`src/rtl/core/rle_pkg.sv`:
```
`timescale 1ns / 1ps

package rle_pkg;

  // Field widths of the encoded and decoded streams
  localparam int CODE_W  = 8;
  localparam int COUNT_W = 7;
  localparam int WORD_W  = 64;
  localparam int BCNT_W  = 4;
  localparam int LANES   = WORD_W / CODE_W;

  // Header byte layout
  localparam int                 REPEAT_BIT = 7;
  localparam logic [COUNT_W-1:0] COUNT_MAX  = 7'h7F;

  // Most words one repeat run may produce
  localparam int MAX_WORDS = 16;

  // Record phase codes
  localparam logic [1:0] PH_HEADER  = 2'd0;
  localparam logic [1:0] PH_VALUE   = 2'd1;
  localparam logic [1:0] PH_LITERAL = 2'd2;

  // Controller to datapath
  typedef struct packed {
    logic accept;  // input item taken this cycle
    logic emit;    // push next word of a repeat run
  } rle_cmd_t;

  // Datapath to controller
  typedef struct packed {
    logic out_free;    // output register can take a result this cycle
    logic run_start;   // current phase expects a repeat value with nonzero count
    logic last_word;   // run has one word left
  } rle_sts_t;

endpackage

```
`src/rtl/core/rle_if.sv`:
```
`timescale 1ns / 1ps

// Encoded byte channel
interface rle_in_if;
  logic                      valid;
  logic                      ready;
  logic [rle_pkg::CODE_W-1:0] code_byte;
  logic                      stream_end;

  modport source (output valid, output code_byte, output stream_end, input ready);
  modport sink   (input valid, input code_byte, input stream_end, output ready);
endinterface

// Decoded word channel
interface rle_out_if;
  logic                        valid;
  logic                        ready;
  logic [rle_pkg::WORD_W-1:0]  out_word;
  logic [rle_pkg::BCNT_W-1:0]  byte_count;
  logic                        last_of_item;
  logic                        stream_done;
  logic                        truncated;

  modport source (output valid, output out_word, output byte_count, output last_of_item,
                  output stream_done, output truncated, input ready);
  modport sink   (input valid, input out_word, input byte_count, input last_of_item,
                  input stream_done, input truncated, output ready);
endinterface

```
`src/rtl/core/rle_ctrl.sv`:
```
`timescale 1ns / 1ps

module rle_ctrl (
  input  logic              clk_i,
  input  logic              rst_ni,
  input  logic              in_valid_i,
  output logic              in_ready_o,
  input  rle_pkg::rle_sts_t sts_i,
  output rle_pkg::rle_cmd_t cmd_o
);

  localparam logic S_IDLE = 1'b0;
  localparam logic S_RUN  = 1'b1;

  logic state_q, state_d;

  // Take items only while idle and the output slot is free
  assign in_ready_o = (state_q == S_IDLE) && sts_i.out_free;

  always_comb begin
    state_d      = state_q;
    cmd_o.accept = 1'b0;
    cmd_o.emit   = 1'b0;
    unique case (state_q)
      S_IDLE: begin
        cmd_o.accept = in_valid_i && sts_i.out_free;
        if (cmd_o.accept && sts_i.run_start) begin
          state_d = S_RUN;
        end
      end
      S_RUN: begin
        cmd_o.emit = sts_i.out_free;
        if (sts_i.out_free && sts_i.last_word) begin
          state_d = S_IDLE;
        end
      end
      default: state_d = S_IDLE;
    endcase
  end

  always_ff @(posedge clk_i or negedge rst_ni) begin
    if (!rst_ni) begin
      state_q <= S_IDLE;
    end else begin
      state_q <= state_d;
    end
  end

endmodule

```
`src/rtl/core/rle_dp.sv`:
```
`timescale 1ns / 1ps

module rle_dp #(
  parameter int WORD_BYTES = 8
) (
  input  logic                         clk_i,
  input  logic                         rst_ni,
  input  rle_pkg::rle_cmd_t            cmd_i,
  output rle_pkg::rle_sts_t            sts_o,
  input  logic [rle_pkg::CODE_W-1:0]   code_byte_i,
  input  logic                         stream_end_i,
  input  logic                         out_ready_i,
  output logic                         out_valid_o,
  output logic [rle_pkg::WORD_W-1:0]   out_word_o,
  output logic [rle_pkg::BCNT_W-1:0]   byte_count_o,
  output logic                         last_of_item_o,
  output logic                         stream_done_o,
  output logic                         truncated_o
);

  localparam int WB_EFF  = (WORD_BYTES < 1) ? 1 : ((WORD_BYTES > 8) ? 8 : WORD_BYTES);
  localparam int CAP_RAW = rle_pkg::MAX_WORDS * WB_EFF;
  localparam int CAP_EFF = (CAP_RAW > 127) ? 127 : CAP_RAW;
  localparam logic [rle_pkg::COUNT_W-1:0] WB_C  = rle_pkg::COUNT_W'(WB_EFF);
  localparam logic [rle_pkg::COUNT_W-1:0] CAP_C = rle_pkg::COUNT_W'(CAP_EFF);
  localparam logic [rle_pkg::BCNT_W-1:0]  WB_N  = rle_pkg::BCNT_W'(WB_EFF);

  // Record state
  logic [1:0]                     phase_q, phase_d;
  logic [rle_pkg::COUNT_W-1:0]    rem_q, rem_d;
  // Repeat run in progress
  logic [rle_pkg::COUNT_W-1:0]    left_q, left_d;
  logic [rle_pkg::CODE_W-1:0]     val_q, val_d;
  logic                           end_q, end_d;
  // Output register
  logic                           ovalid_q, ovalid_d;
  logic [rle_pkg::WORD_W-1:0]     oword_q, oword_d;
  logic [rle_pkg::BCNT_W-1:0]     ocnt_q, ocnt_d;
  logic                           olast_q, olast_d;
  logic                           odone_q, odone_d;
  logic                           otrunc_q, otrunc_d;

  logic [rle_pkg::COUNT_W-1:0]    rem_dec;
  logic [rle_pkg::COUNT_W-1:0]    hdr_cnt;
  logic [1:0]                     hdr_phase;
  logic [rle_pkg::BCNT_W-1:0]     run_n;
  logic [rle_pkg::WORD_W-1:0]     run_word;

  assign rem_dec   = rem_q - 1'b1;
  assign hdr_cnt   = code_byte_i[rle_pkg::COUNT_W-1:0] & rle_pkg::COUNT_MAX;
  assign hdr_phase = code_byte_i[rle_pkg::REPEAT_BIT] ? rle_pkg::PH_VALUE :
                     ((hdr_cnt != '0) ? rle_pkg::PH_LITERAL : rle_pkg::PH_HEADER);

  // Next repeat word: min(left, word size) copies of the value byte
  assign run_n = (left_q < WB_C) ? left_q[rle_pkg::BCNT_W-1:0] : WB_N;
  always_comb begin
    for (int i = 0; i < rle_pkg::LANES; i++) begin
      run_word[i*rle_pkg::CODE_W +: rle_pkg::CODE_W] =
        (rle_pkg::BCNT_W'(i) < run_n) ? val_q : '0;
    end
  end

  // Status for the controller
  assign sts_o.out_free  = !ovalid_q || out_ready_i;
  assign sts_o.run_start = (phase_q == rle_pkg::PH_VALUE) && (rem_q != '0);
  assign sts_o.last_word = (left_q <= WB_C);

  always_comb begin
    phase_d  = phase_q;
    rem_d    = rem_q;
    left_d   = left_q;
    val_d    = val_q;
    end_d    = end_q;
    ovalid_d = ovalid_q && !out_ready_i;
    oword_d  = oword_q;
    ocnt_d   = ocnt_q;
    olast_d  = olast_q;
    odone_d  = odone_q;
    otrunc_d = otrunc_q;

    if (cmd_i.accept) begin
      unique case (phase_q)
        rle_pkg::PH_VALUE: begin
          // Latch the value; the run itself leaves over the next cycles
          val_d   = code_byte_i;
          end_d   = stream_end_i;
          left_d  = (rem_q > CAP_C) ? CAP_C : rem_q;
          phase_d = rle_pkg::PH_HEADER;
          rem_d   = '0;
          if (rem_q == '0 && stream_end_i) begin
            ovalid_d = 1'b1;
            oword_d  = '0;
            ocnt_d   = '0;
            olast_d  = 1'b1;
            odone_d  = 1'b1;
            otrunc_d = 1'b0;
          end
        end
        rle_pkg::PH_LITERAL: begin
          // Literal byte passes straight through
          ovalid_d = 1'b1;
          oword_d  = rle_pkg::WORD_W'(code_byte_i);
          ocnt_d   = rle_pkg::BCNT_W'(1);
          olast_d  = 1'b1;
          odone_d  = stream_end_i;
          otrunc_d = stream_end_i && (rem_dec != '0);
          rem_d    = rem_dec;
          phase_d  = (rem_dec == '0) ? rle_pkg::PH_HEADER : rle_pkg::PH_LITERAL;
          if (stream_end_i) begin
            phase_d = rle_pkg::PH_HEADER;
            rem_d   = '0;
          end
        end
        default: begin
          // Header byte (the unused phase code lands here as well)
          rem_d   = hdr_cnt;
          phase_d = hdr_phase;
          if (stream_end_i) begin
            ovalid_d = 1'b1;
            oword_d  = '0;
            ocnt_d   = '0;
            olast_d  = 1'b1;
            odone_d  = 1'b1;
            otrunc_d = (hdr_phase != rle_pkg::PH_HEADER);
            phase_d  = rle_pkg::PH_HEADER;
            rem_d    = '0;
          end
        end
      endcase
    end else if (cmd_i.emit) begin
      // One word of the repeat run
      ovalid_d = 1'b1;
      oword_d  = run_word;
      ocnt_d   = run_n;
      olast_d  = sts_o.last_word;
      odone_d  = end_q && sts_o.last_word;
      otrunc_d = 1'b0;
      left_d   = left_q - rle_pkg::COUNT_W'(run_n);
    end
  end

  always_ff @(posedge clk_i or negedge rst_ni) begin
    if (!rst_ni) begin
      phase_q  <= rle_pkg::PH_HEADER;
      rem_q    <= '0;
      left_q   <= '0;
      ovalid_q <= 1'b0;
    end else begin
      phase_q  <= phase_d;
      rem_q    <= rem_d;
      left_q   <= left_d;
      ovalid_q <= ovalid_d;
    end
  end

  always_ff @(posedge clk_i) begin
    val_q    <= val_d;
    end_q    <= end_d;
    oword_q  <= oword_d;
    ocnt_q   <= ocnt_d;
    olast_q  <= olast_d;
    odone_q  <= odone_d;
    otrunc_q <= otrunc_d;
  end

  assign out_valid_o    = ovalid_q;
  assign out_word_o     = oword_q;
  assign byte_count_o   = ocnt_q;
  assign last_of_item_o = olast_q;
  assign stream_done_o  = odone_q;
  assign truncated_o    = otrunc_q;

endmodule

```
`src/rtl/core/rle_byte_stream_decoder.sv`:
```
`timescale 1ns / 1ps

// Run-length decoder for a byte-header stream. A header with bit 7 set repeats
// the following value byte (header & 0x7F) times; with bit 7 clear the next
// (header & 0x7F) bytes pass through one result each. Repeat runs leave packed
// into words of WORD_BYTES bytes (1..8), little-endian, the last word short.
// stream_end on an input byte closes the stream: its last result carries
// stream_done, and truncated if a record was left open; the decoder then
// starts fresh. A repeat value byte yields ceil(count / WORD_BYTES) output
// words, capped at 16 words (longer runs are cut), which the run sequencer
// pushes one word per cycle into the output register; no new input byte is
// taken until the run is done. Output backpressure stalls both input and run.
module rle_byte_stream_decoder #(
  parameter int WORD_BYTES = 8
) (
  input  logic       clk_i,
  input  logic       rst_ni,
  rle_in_if.sink     in_i,
  rle_out_if.source  out_o
);

  rle_pkg::rle_cmd_t cmd;
  rle_pkg::rle_sts_t sts;

  rle_ctrl u_ctrl (
    .clk_i      (clk_i),
    .rst_ni     (rst_ni),
    .in_valid_i (in_i.valid),
    .in_ready_o (in_i.ready),
    .sts_i      (sts),
    .cmd_o      (cmd)
  );

  rle_dp #(
    .WORD_BYTES (WORD_BYTES)
  ) u_dp (
    .clk_i          (clk_i),
    .rst_ni         (rst_ni),
    .cmd_i          (cmd),
    .sts_o          (sts),
    .code_byte_i    (in_i.code_byte),
    .stream_end_i   (in_i.stream_end),
    .out_ready_i    (out_o.ready),
    .out_valid_o    (out_o.valid),
    .out_word_o     (out_o.out_word),
    .byte_count_o   (out_o.byte_count),
    .last_of_item_o (out_o.last_of_item),
    .stream_done_o  (out_o.stream_done),
    .truncated_o    (out_o.truncated)
  );

endmodule
```
`src/flat_wrapper.sv`:
```
// flat-port wrapper written by rule: the top's interface ports become plain ports
module rle_byte_stream_decoder_flat 
#(
  parameter int WORD_BYTES = 8
)
  (clk_i, rst_ni, in_i_valid, in_i_code_byte, in_i_stream_end, in_i_ready, out_o_valid, out_o_out_word, out_o_byte_count, out_o_last_of_item, out_o_stream_done, out_o_truncated, out_o_ready);
  rle_in_if in_i_i ();
  rle_out_if out_o_i ();
  input  logic clk_i;
  input  logic rst_ni;
  input wire logic [$bits(in_i_i.valid)-1:0] in_i_valid;
  input wire logic [$bits(in_i_i.code_byte)-1:0] in_i_code_byte;
  input wire logic [$bits(in_i_i.stream_end)-1:0] in_i_stream_end;
  output wire logic [$bits(in_i_i.ready)-1:0] in_i_ready;
  output wire logic [$bits(out_o_i.valid)-1:0] out_o_valid;
  output wire logic [$bits(out_o_i.out_word)-1:0] out_o_out_word;
  output wire logic [$bits(out_o_i.byte_count)-1:0] out_o_byte_count;
  output wire logic [$bits(out_o_i.last_of_item)-1:0] out_o_last_of_item;
  output wire logic [$bits(out_o_i.stream_done)-1:0] out_o_stream_done;
  output wire logic [$bits(out_o_i.truncated)-1:0] out_o_truncated;
  input wire logic [$bits(out_o_i.ready)-1:0] out_o_ready;
  assign in_i_i.valid = in_i_valid;
  assign in_i_i.code_byte = in_i_code_byte;
  assign in_i_i.stream_end = in_i_stream_end;
  assign in_i_ready = in_i_i.ready;
  assign out_o_valid = out_o_i.valid;
  assign out_o_out_word = out_o_i.out_word;
  assign out_o_byte_count = out_o_i.byte_count;
  assign out_o_last_of_item = out_o_i.last_of_item;
  assign out_o_stream_done = out_o_i.stream_done;
  assign out_o_truncated = out_o_i.truncated;
  assign out_o_i.ready = out_o_ready;
  rle_byte_stream_decoder #(.WORD_BYTES(WORD_BYTES)) u_core (.clk_i(clk_i), .rst_ni(rst_ni), .in_i(in_i_i), .out_o(out_o_i));
endmodule
```
`config.mk`:
```
export PLATFORM = sky130hd
export DESIGN_NAME = rle_byte_stream_decoder_flat
export DESIGN_NICKNAME = d
export VERILOG_FILES = /design/src/rtl/core/rle_pkg.sv /design/src/rtl/core/rle_if.sv /design/src/rtl/core/rle_ctrl.sv /design/src/rtl/core/rle_dp.sv /design/src/rtl/core/rle_byte_stream_decoder.sv /design/src/flat_wrapper.sv
export SDC_FILE = /design/constraint.sdc
export NUM_CORES = 1
export LEC_CHECK = 0
export BUFFER_PORTS_ARGS = -buffer_cell sky130_fd_sc_hd__buf_2
export CORE_MARGIN = 3
export CORE_UTILIZATION = 57
export CTS_BUF_LIST = sky130_fd_sc_hd__clkbuf_8
export DETAILED_ROUTE_END_ITERATION = 8
export GPL_ROUTABILITY_DRIVEN = 1
export PLACE_DENSITY = 0.82
export SYNTH_ARGS = -nofsm -noshare
export SYNTH_HDL_FRONTEND = slang
export SYNTH_SLANG_ARGS = --single-unit
```
`constraint.sdc`:
```
create_clock -name clk_i -period 8.15 [get_ports clk_i]
set_input_delay 0.815 -clock clk_i [delete_from_list [all_inputs] [get_ports clk_i]]
set_output_delay 0.815 -clock clk_i [all_outputs]
set_load 0.1 [all_outputs]
```
-- Word level (Yosys, flattened, before mapping)
Index checks and enable logic that the tools add are counted.
- add/sub/neg operators: 2
- order comparisons: 11
- equal/unequal tests: 5
- multiplexer cells: 55
- bitwise gates (word level): 1
- reductions and logical operators: 22
- operator list (operator ; number):
    $mux 64 ; 4
    $pmux 64 s2 ; 1
    $mux 8 ; 8
    $mux 7 ; 6
    $reduce_bool 7->1 ; 3
    $mux 4 ; 5
    $mux 1 ; 18
    $lt 3x4->1 const A ; 4
    $logic_not 7->1 ; 2
    $pmux 7 s2 ; 1
    $mux 2 ; 5
    $pmux 1 s2 ; 5
    $logic_and 1x1->1 ; 9
    $lt 1x4->1 const A ; 2
    $lt 2x4->1 const A ; 2
    $pmux 4 s2 ; 1
    $gt 7x7->1 const B ; 1
    $le 7x4->1 const B ; 1
    $lt 7x4->1 const B ; 1
    $sub 7x1->7 const B ; 1
    $sub 7x4->7 ; 1
    $ne 4x4->1 const B ; 1
    $pmux 2 s2 ; 1
    $reduce_and 2->1 ; 2
    9 further kinds ; 11
- bits in registers: 98
- input port bits: 13
- output and inout port bits: 73
- logic and storage cells: 108

-- Logic depth before layout (Yosys ltp)
- depth in word-level cells: 7
- gate-level depth with buffers: 9
- gate-level depth less buffers: 7

-- Cells and area by module
Synthesis repeated with hierarchy kept, for this count alone.
- cells, all modules: 327
- area, all modules: 4236.6 µm²
- by module, submodules not included (module ; times used ; cells an instance ; area each (µm²) ; seq. area each (µm²)):
    rle_dp ; 1 ; 321 ; 4167.7 ; 2827.7
    rle_ctrl ; 1 ; 6 ; 68.8 ; 25.0

-- Least setup slack after synthesis
OpenSTA, ideal clock, no wires.
- path kind: reg2reg
- start point: register u_core.u_dp.rem_q[0] (netlist bit)
- end point: register u_core.u_dp.ocnt_q (netlist bit u_core.u_dp.byte_count_o[0]) (enable)
- arrival: 6.784 ns
- path slack: 0.758 ns
- stages on the path, launching flop included: 8
- path buffers: 1
- period minus slack after synthesis: 7.392 ns
- cells stage by stage: dfrtp_1 > clkbuf_1 > inv_1 > ha_1 > or4b_1 > o21ai_1 > a21oi_1 > o32ai_1
- cells in the longest elaborated chain, start to end: 4
- ends and longest elaborated chain (item ; line ; RTL):
    from (decl) ; rle_dp.sv:30 ; logic [rle_pkg::COUNT_W-1:0] rem_q, rem_d;
    from (signal assigned) ; rle_dp.sv:150 ; rem_q <= rem_d;
    $logic_not 7->1 ; rle_dp.sv:90 ; if (rem_q == '0 && stream_end_i) begin
    $logic_and 1x1->1 ; rle_dp.sv:90 ;
    $ne 3x3->1 (no source line) ; -- ;
    $reduce_and 3->1 (no source line) ; -- ;
    to (signal assigned) ; rle_dp.sv:160 ; ocnt_q <= ocnt_d;
    to (decl) ; rle_dp.sv:38 ; logic [rle_pkg::BCNT_W-1:0] ocnt_q, ocnt_d;
Every way passes these cells.
A chain may end at the register's enable or synchronous reset.

-- Worst setup path after layout
- start point: register u_core.u_dp.rem_q[0] (netlist bit)
- end point: register u_core.u_dp.oword_q (netlist bit u_core.u_dp.out_word_o[0]) (enable)
- cells in the longest elaborated chain, start to end: 4
- ends and longest elaborated chain (item ; line ; RTL):
    $logic_not 7->1 ; rle_dp.sv:90 ;
    $logic_and 1x1->1 ; rle_dp.sv:90 ;
    $ne 3x3->1 (no source line) ; -- ;
    $reduce_and 3->1 (no source line) ; -- ;
    to (signal assigned) ; rle_dp.sv:159 ; oword_q <= oword_d;
    to (decl) ; rle_dp.sv:37 ; logic [rle_pkg::WORD_W-1:0] oword_q, oword_d;
Every way passes these cells.

==> flow_summary_export.csv <==
group,metric,value,unit
synthesis,synth_nets,362,
sta,finalHoldViolCount,0,
clock_tree,cts-root-buf,"clkbuf_8",
routing,wl_met2,4.109,mm
synthesis,async_flop_share,18.37,%
sta,slew_headroom,41.39,%
floorplan,die_h,94.17,um
worst_setup_path,crit_start,"u_core.u_dp.rem_q[0]$_DFFE_PN0N_",
clock_tree,path_clk_slew,0.11,ns
worst_setup_path,reg2regPathDepth,7,
synthesis,synth-seq-area-share,64.39,%
routing,wl_per_cell,16.87,um
sta,period_needed,2.873,ns
sta,fmaxAchievable,348.0,MHz
cells_and_area,drive_gt1_share,28.71,%
clock_tree,hold_buffers,0,
grt,grt_max_degree,72,
worst_setup_path,r2r-start,"u_core.u_dp.rem_q[0]$_DFFE_PN0N_",
routing,met3_length,628,um
sta,drv_slew,0,
clock_tree,cts_max_level,3,
place,dpl.hpwl,6.122,mm
sta,tightest_slew,0.8792,ns
grt,grt_pass1_wl,13.92,mm
routing,post_drt_via_cell_ratio,5.758,
synthesis,ys_seq_elements,98,
synthesis,synth_cell_types,57,
clock_tree,numCtsBuffers,9,
synthesis,synth_ff_type,"edfxtp_1",
sta,finClkSkew,0.01594,ns
synthesis,synth_area_per_cell,12.92,sq um
floorplan,dieArea,8867,sq um
grt,grt_usage,20.52,%
place,gp_congestion,0.9146,
sta,rsz0062_at_grt,"false",
worst_setup_path,start_kind,"register",
worst_setup_path,crit_path_end,"u_core.u_dp.out_word_o[0]$_DFFE_PP_",
routing,first_pass_iters,5,
grt,grt_antenna_before_repair,0,
run_status,status,"finished, final reports clean",
synthesis,syn_area,4430,sq um
cells_and_area,nNetsFinal,439,
worst_setup_path,r2r_end,"u_core.u_dp.out_word_o[0]$_DFFE_PP_",
sta,finalSetupViolCount,0,
clock_tree,clock_sinks,98,
floorplan,ios,86,
routing,vias,3017,
floorplan,core_area,7408,sq um
place,place_inst,508,
sta,hold_ws,0.3780,ns
floorplan,rows,31,
worst_setup_path,path_class,"register to register",
cells_and_area,area_growth,15.05,%
routing,drt-total-wl,8.840,mm
clock_tree,cts_resized,0,
worst_setup_path,cp.required,8.14,ns
clock_tree,cts_setup_buffers,0,
synthesis,ys_warn_count,0,
place,numPortBuffers,85,
worst_setup_path,path_max_fanout,71,
sta,period_share,35.26,%
routing,drtAntennaViolNets,0,
floorplan,die_x,94.17,um
flow_run,maxCapViolations,0,
clock_tree,insertion_delay,0.36,ns
cells_and_area,instances_no_fill,524,
routing,drc_errors,0,
routing,drt_iter0_markers,219,
synthesis,synthCells,343,
worst_setup_path,crit_arrival,2.86,ns
floorplan,start_util,59.80,%
sta,fin_setup_tns,0,ns
grt,overflow,0,
worst_setup_path,end_kind,"register",
worst_setup_path,reg2reg_slack,5.28,ns
routing,routed.top_layer,"met4",
synthesis,synth-edff-count,80,
routing,wl_met1,3.964,mm
clock_tree,tritoncts,"yes",
cells_and_area,antennaDiodeCount,0,
clock_tree,cts_max_path_buffers,2,
worst_hold_path,hp-class,"primary input to asynchronous set/reset pin",
grt,grt_pass1_vias,2672,
==> critical path: stages, from the launching register on <==
cell and delay [ns]:
dfrtp_1 0.49, inv_1 0.15, ha_1 0.16, or4b_1 0.46, o21ai_1 0.17, a21oi_1 0.12
o32ai_4 0.21, buf_4 0.68
==> state kept, by name, summed over array words and instances (netlist names) <==
| register | cells |
|---|---|
| u_core.u_dp.last_of_item_o | 1 |
| u_core.u_dp.out_word_o | 64 |
| u_core.u_dp.left_q | 7 |
| u_core.u_dp.truncated_o | 1 |
| u_core.u_dp.phase_q | 2 |
| u_core.u_dp.rem_q | 7 |
| u_core.u_dp.val_q | 8 |
| u_core.u_dp.byte_count_o | 4 |
| u_core.u_dp.stream_done_o | 1 |
| u_core.u_dp.end_q | 1 |
| u_core.u_ctrl.state_q | 1 |
| u_core.u_dp.out_valid_o | 1 |
==> cell usage in the layout, fill, tap and decap left out, types with 2 or more instances in the layout <==
| cell | instances |
|---|---|
| nor3b_1 | 2 |
| nor2_1 | 16 |
| a21oi_1 | 14 |
| inv_1 | 8 |
| o21ai_0 | 13 |
| a31o_2 | 2 |
| inv_6 | 3 |
| buf_2 | 85 |
| a211oi_1 | 2 |
| dfrtp_1 | 18 |
| nor4_1 | 4 |
| o22ai_1 | 2 |
| o211ai_1 | 4 |
| nand2b_1 | 4 |
| a32oi_1 | 2 |
| clkbuf_8 | 9 |
| a22o_1 | 13 |
| nor4b_1 | 2 |
| and3_1 | 10 |
| edfxtp_1 | 80 |
| inv_8 | 2 |
| o31ai_1 | 3 |
| nor3_1 | 6 |
| nand3_1 | 3 |
| and2_1 | 49 |
| a31oi_1 | 3 |
| or3b_2 | 2 |
| buf_4 | 2 |
| ha_1 | 6 |
| o21ai_1 | 2 |
| nand2_1 | 14 |
| or3_1 | 4 |
| or2_2 | 4 |
| nor2b_1 | 2 |
| o2bb2ai_1 | 3 |
| mux2i_1 | 3 |
==> kinds of logic after synthesis <==
logic type / after synthesis / synth area share (%)
muxes: 3 / 0.6778
adders and majority gates: 6 / 1.694
DFF: 98 / 64.39
other: 1 / 0.08464
xor gates and xnor gates: 1 / 0.1977
and+or+nand+nor: 132 / 18.10
buffers and inverters: 29 / 3.248
AOI/OAI and AO/OA: 73 / 11.61
==> per-layer routing <==
metal  up-vias  track usage (%)
li1       1427                -
met2       142            30.85
met1      1434            30.36
met4         0            6.378
met3        14            4.006
met5         -                0
==> metrics by stage <==
stage	cell area, sq um	worst slack (ns)	utilization (%)
floorplan	4431	0.7576	-
global route	5097	5.071	68.81
detailed placement	4900	5.201	66.14
global placement	4900	5.275	66.14
finish	5097	5.277	68.81
CTS	5097	5.276	68.81
==> final cells by class <==
| type | count | area (sq um) |
|---|---|---|
| sequential | 98 | 2853 |
| fill | 523 | 2311 |
| multi-input combinational | 216 | 1453 |
| timing repair buffer | 87 | 440.4 |
| clock buffer | 9 | 123.9 |
| tap | 99 | 123.9 |
| clock inverter | 7 | 73.82 |
| inverter | 8 | 30.03 |
==> worst min path at each step <==
stage | slack (ns) | end | depth (start not counted) | start
after detailed placement | 0.53 | u_core.u_dp.phase_q[1]$_DFFE_PN0N_ | 2 | u_core.u_dp.phase_q[1]$_DFFE_PN0N_
after global routing | 0.38 | u_core.u_dp.rem_q[4]$_DFFE_PN0N_ | 1 | rst_ni
after global placement | 0.54 | u_core.u_dp.phase_q[1]$_DFFE_PN0N_ | 2 | u_core.u_dp.phase_q[1]$_DFFE_PN0N_
after floorplan | 0.49 | u_core.u_dp.phase_q[1]$_DFFE_PN0N_ | 2 | u_core.u_dp.phase_q[1]$_DFFE_PN0N_
final | 0.38 | u_core.u_dp.rem_q[4]$_DFFE_PN0N_ | 1 | rst_ni
after CTS | 0.39 | u_core.u_dp.rem_q[4]$_DFFE_PN0N_ | 1 | rst_ni
==> synthesized netlist by cell type (all sizes together), types with 4 or more instances <==
library cell,number,area (sq um)
nand2b,4,25.02
clkbuf,10,37.54
edfxtp,80,2402
dfrtp,18,450.4
nor4,5,37.53
o211ai,4,30.03
or3,5,36.28
nor2,16,60.06
or2,5,31.28
buf,11,76.32
ha,6,75.07
a22o,13,113.9
and3,10,62.56
nor3,8,56.31
inv,8,30.03
and2,49,306.5
nand2,14,52.55
a21oi,15,78.83
o21ai,15,75.07
Power is not shown: default switching activity piles up to over one toggle a cycle in this logic, so the estimate is an artifact.
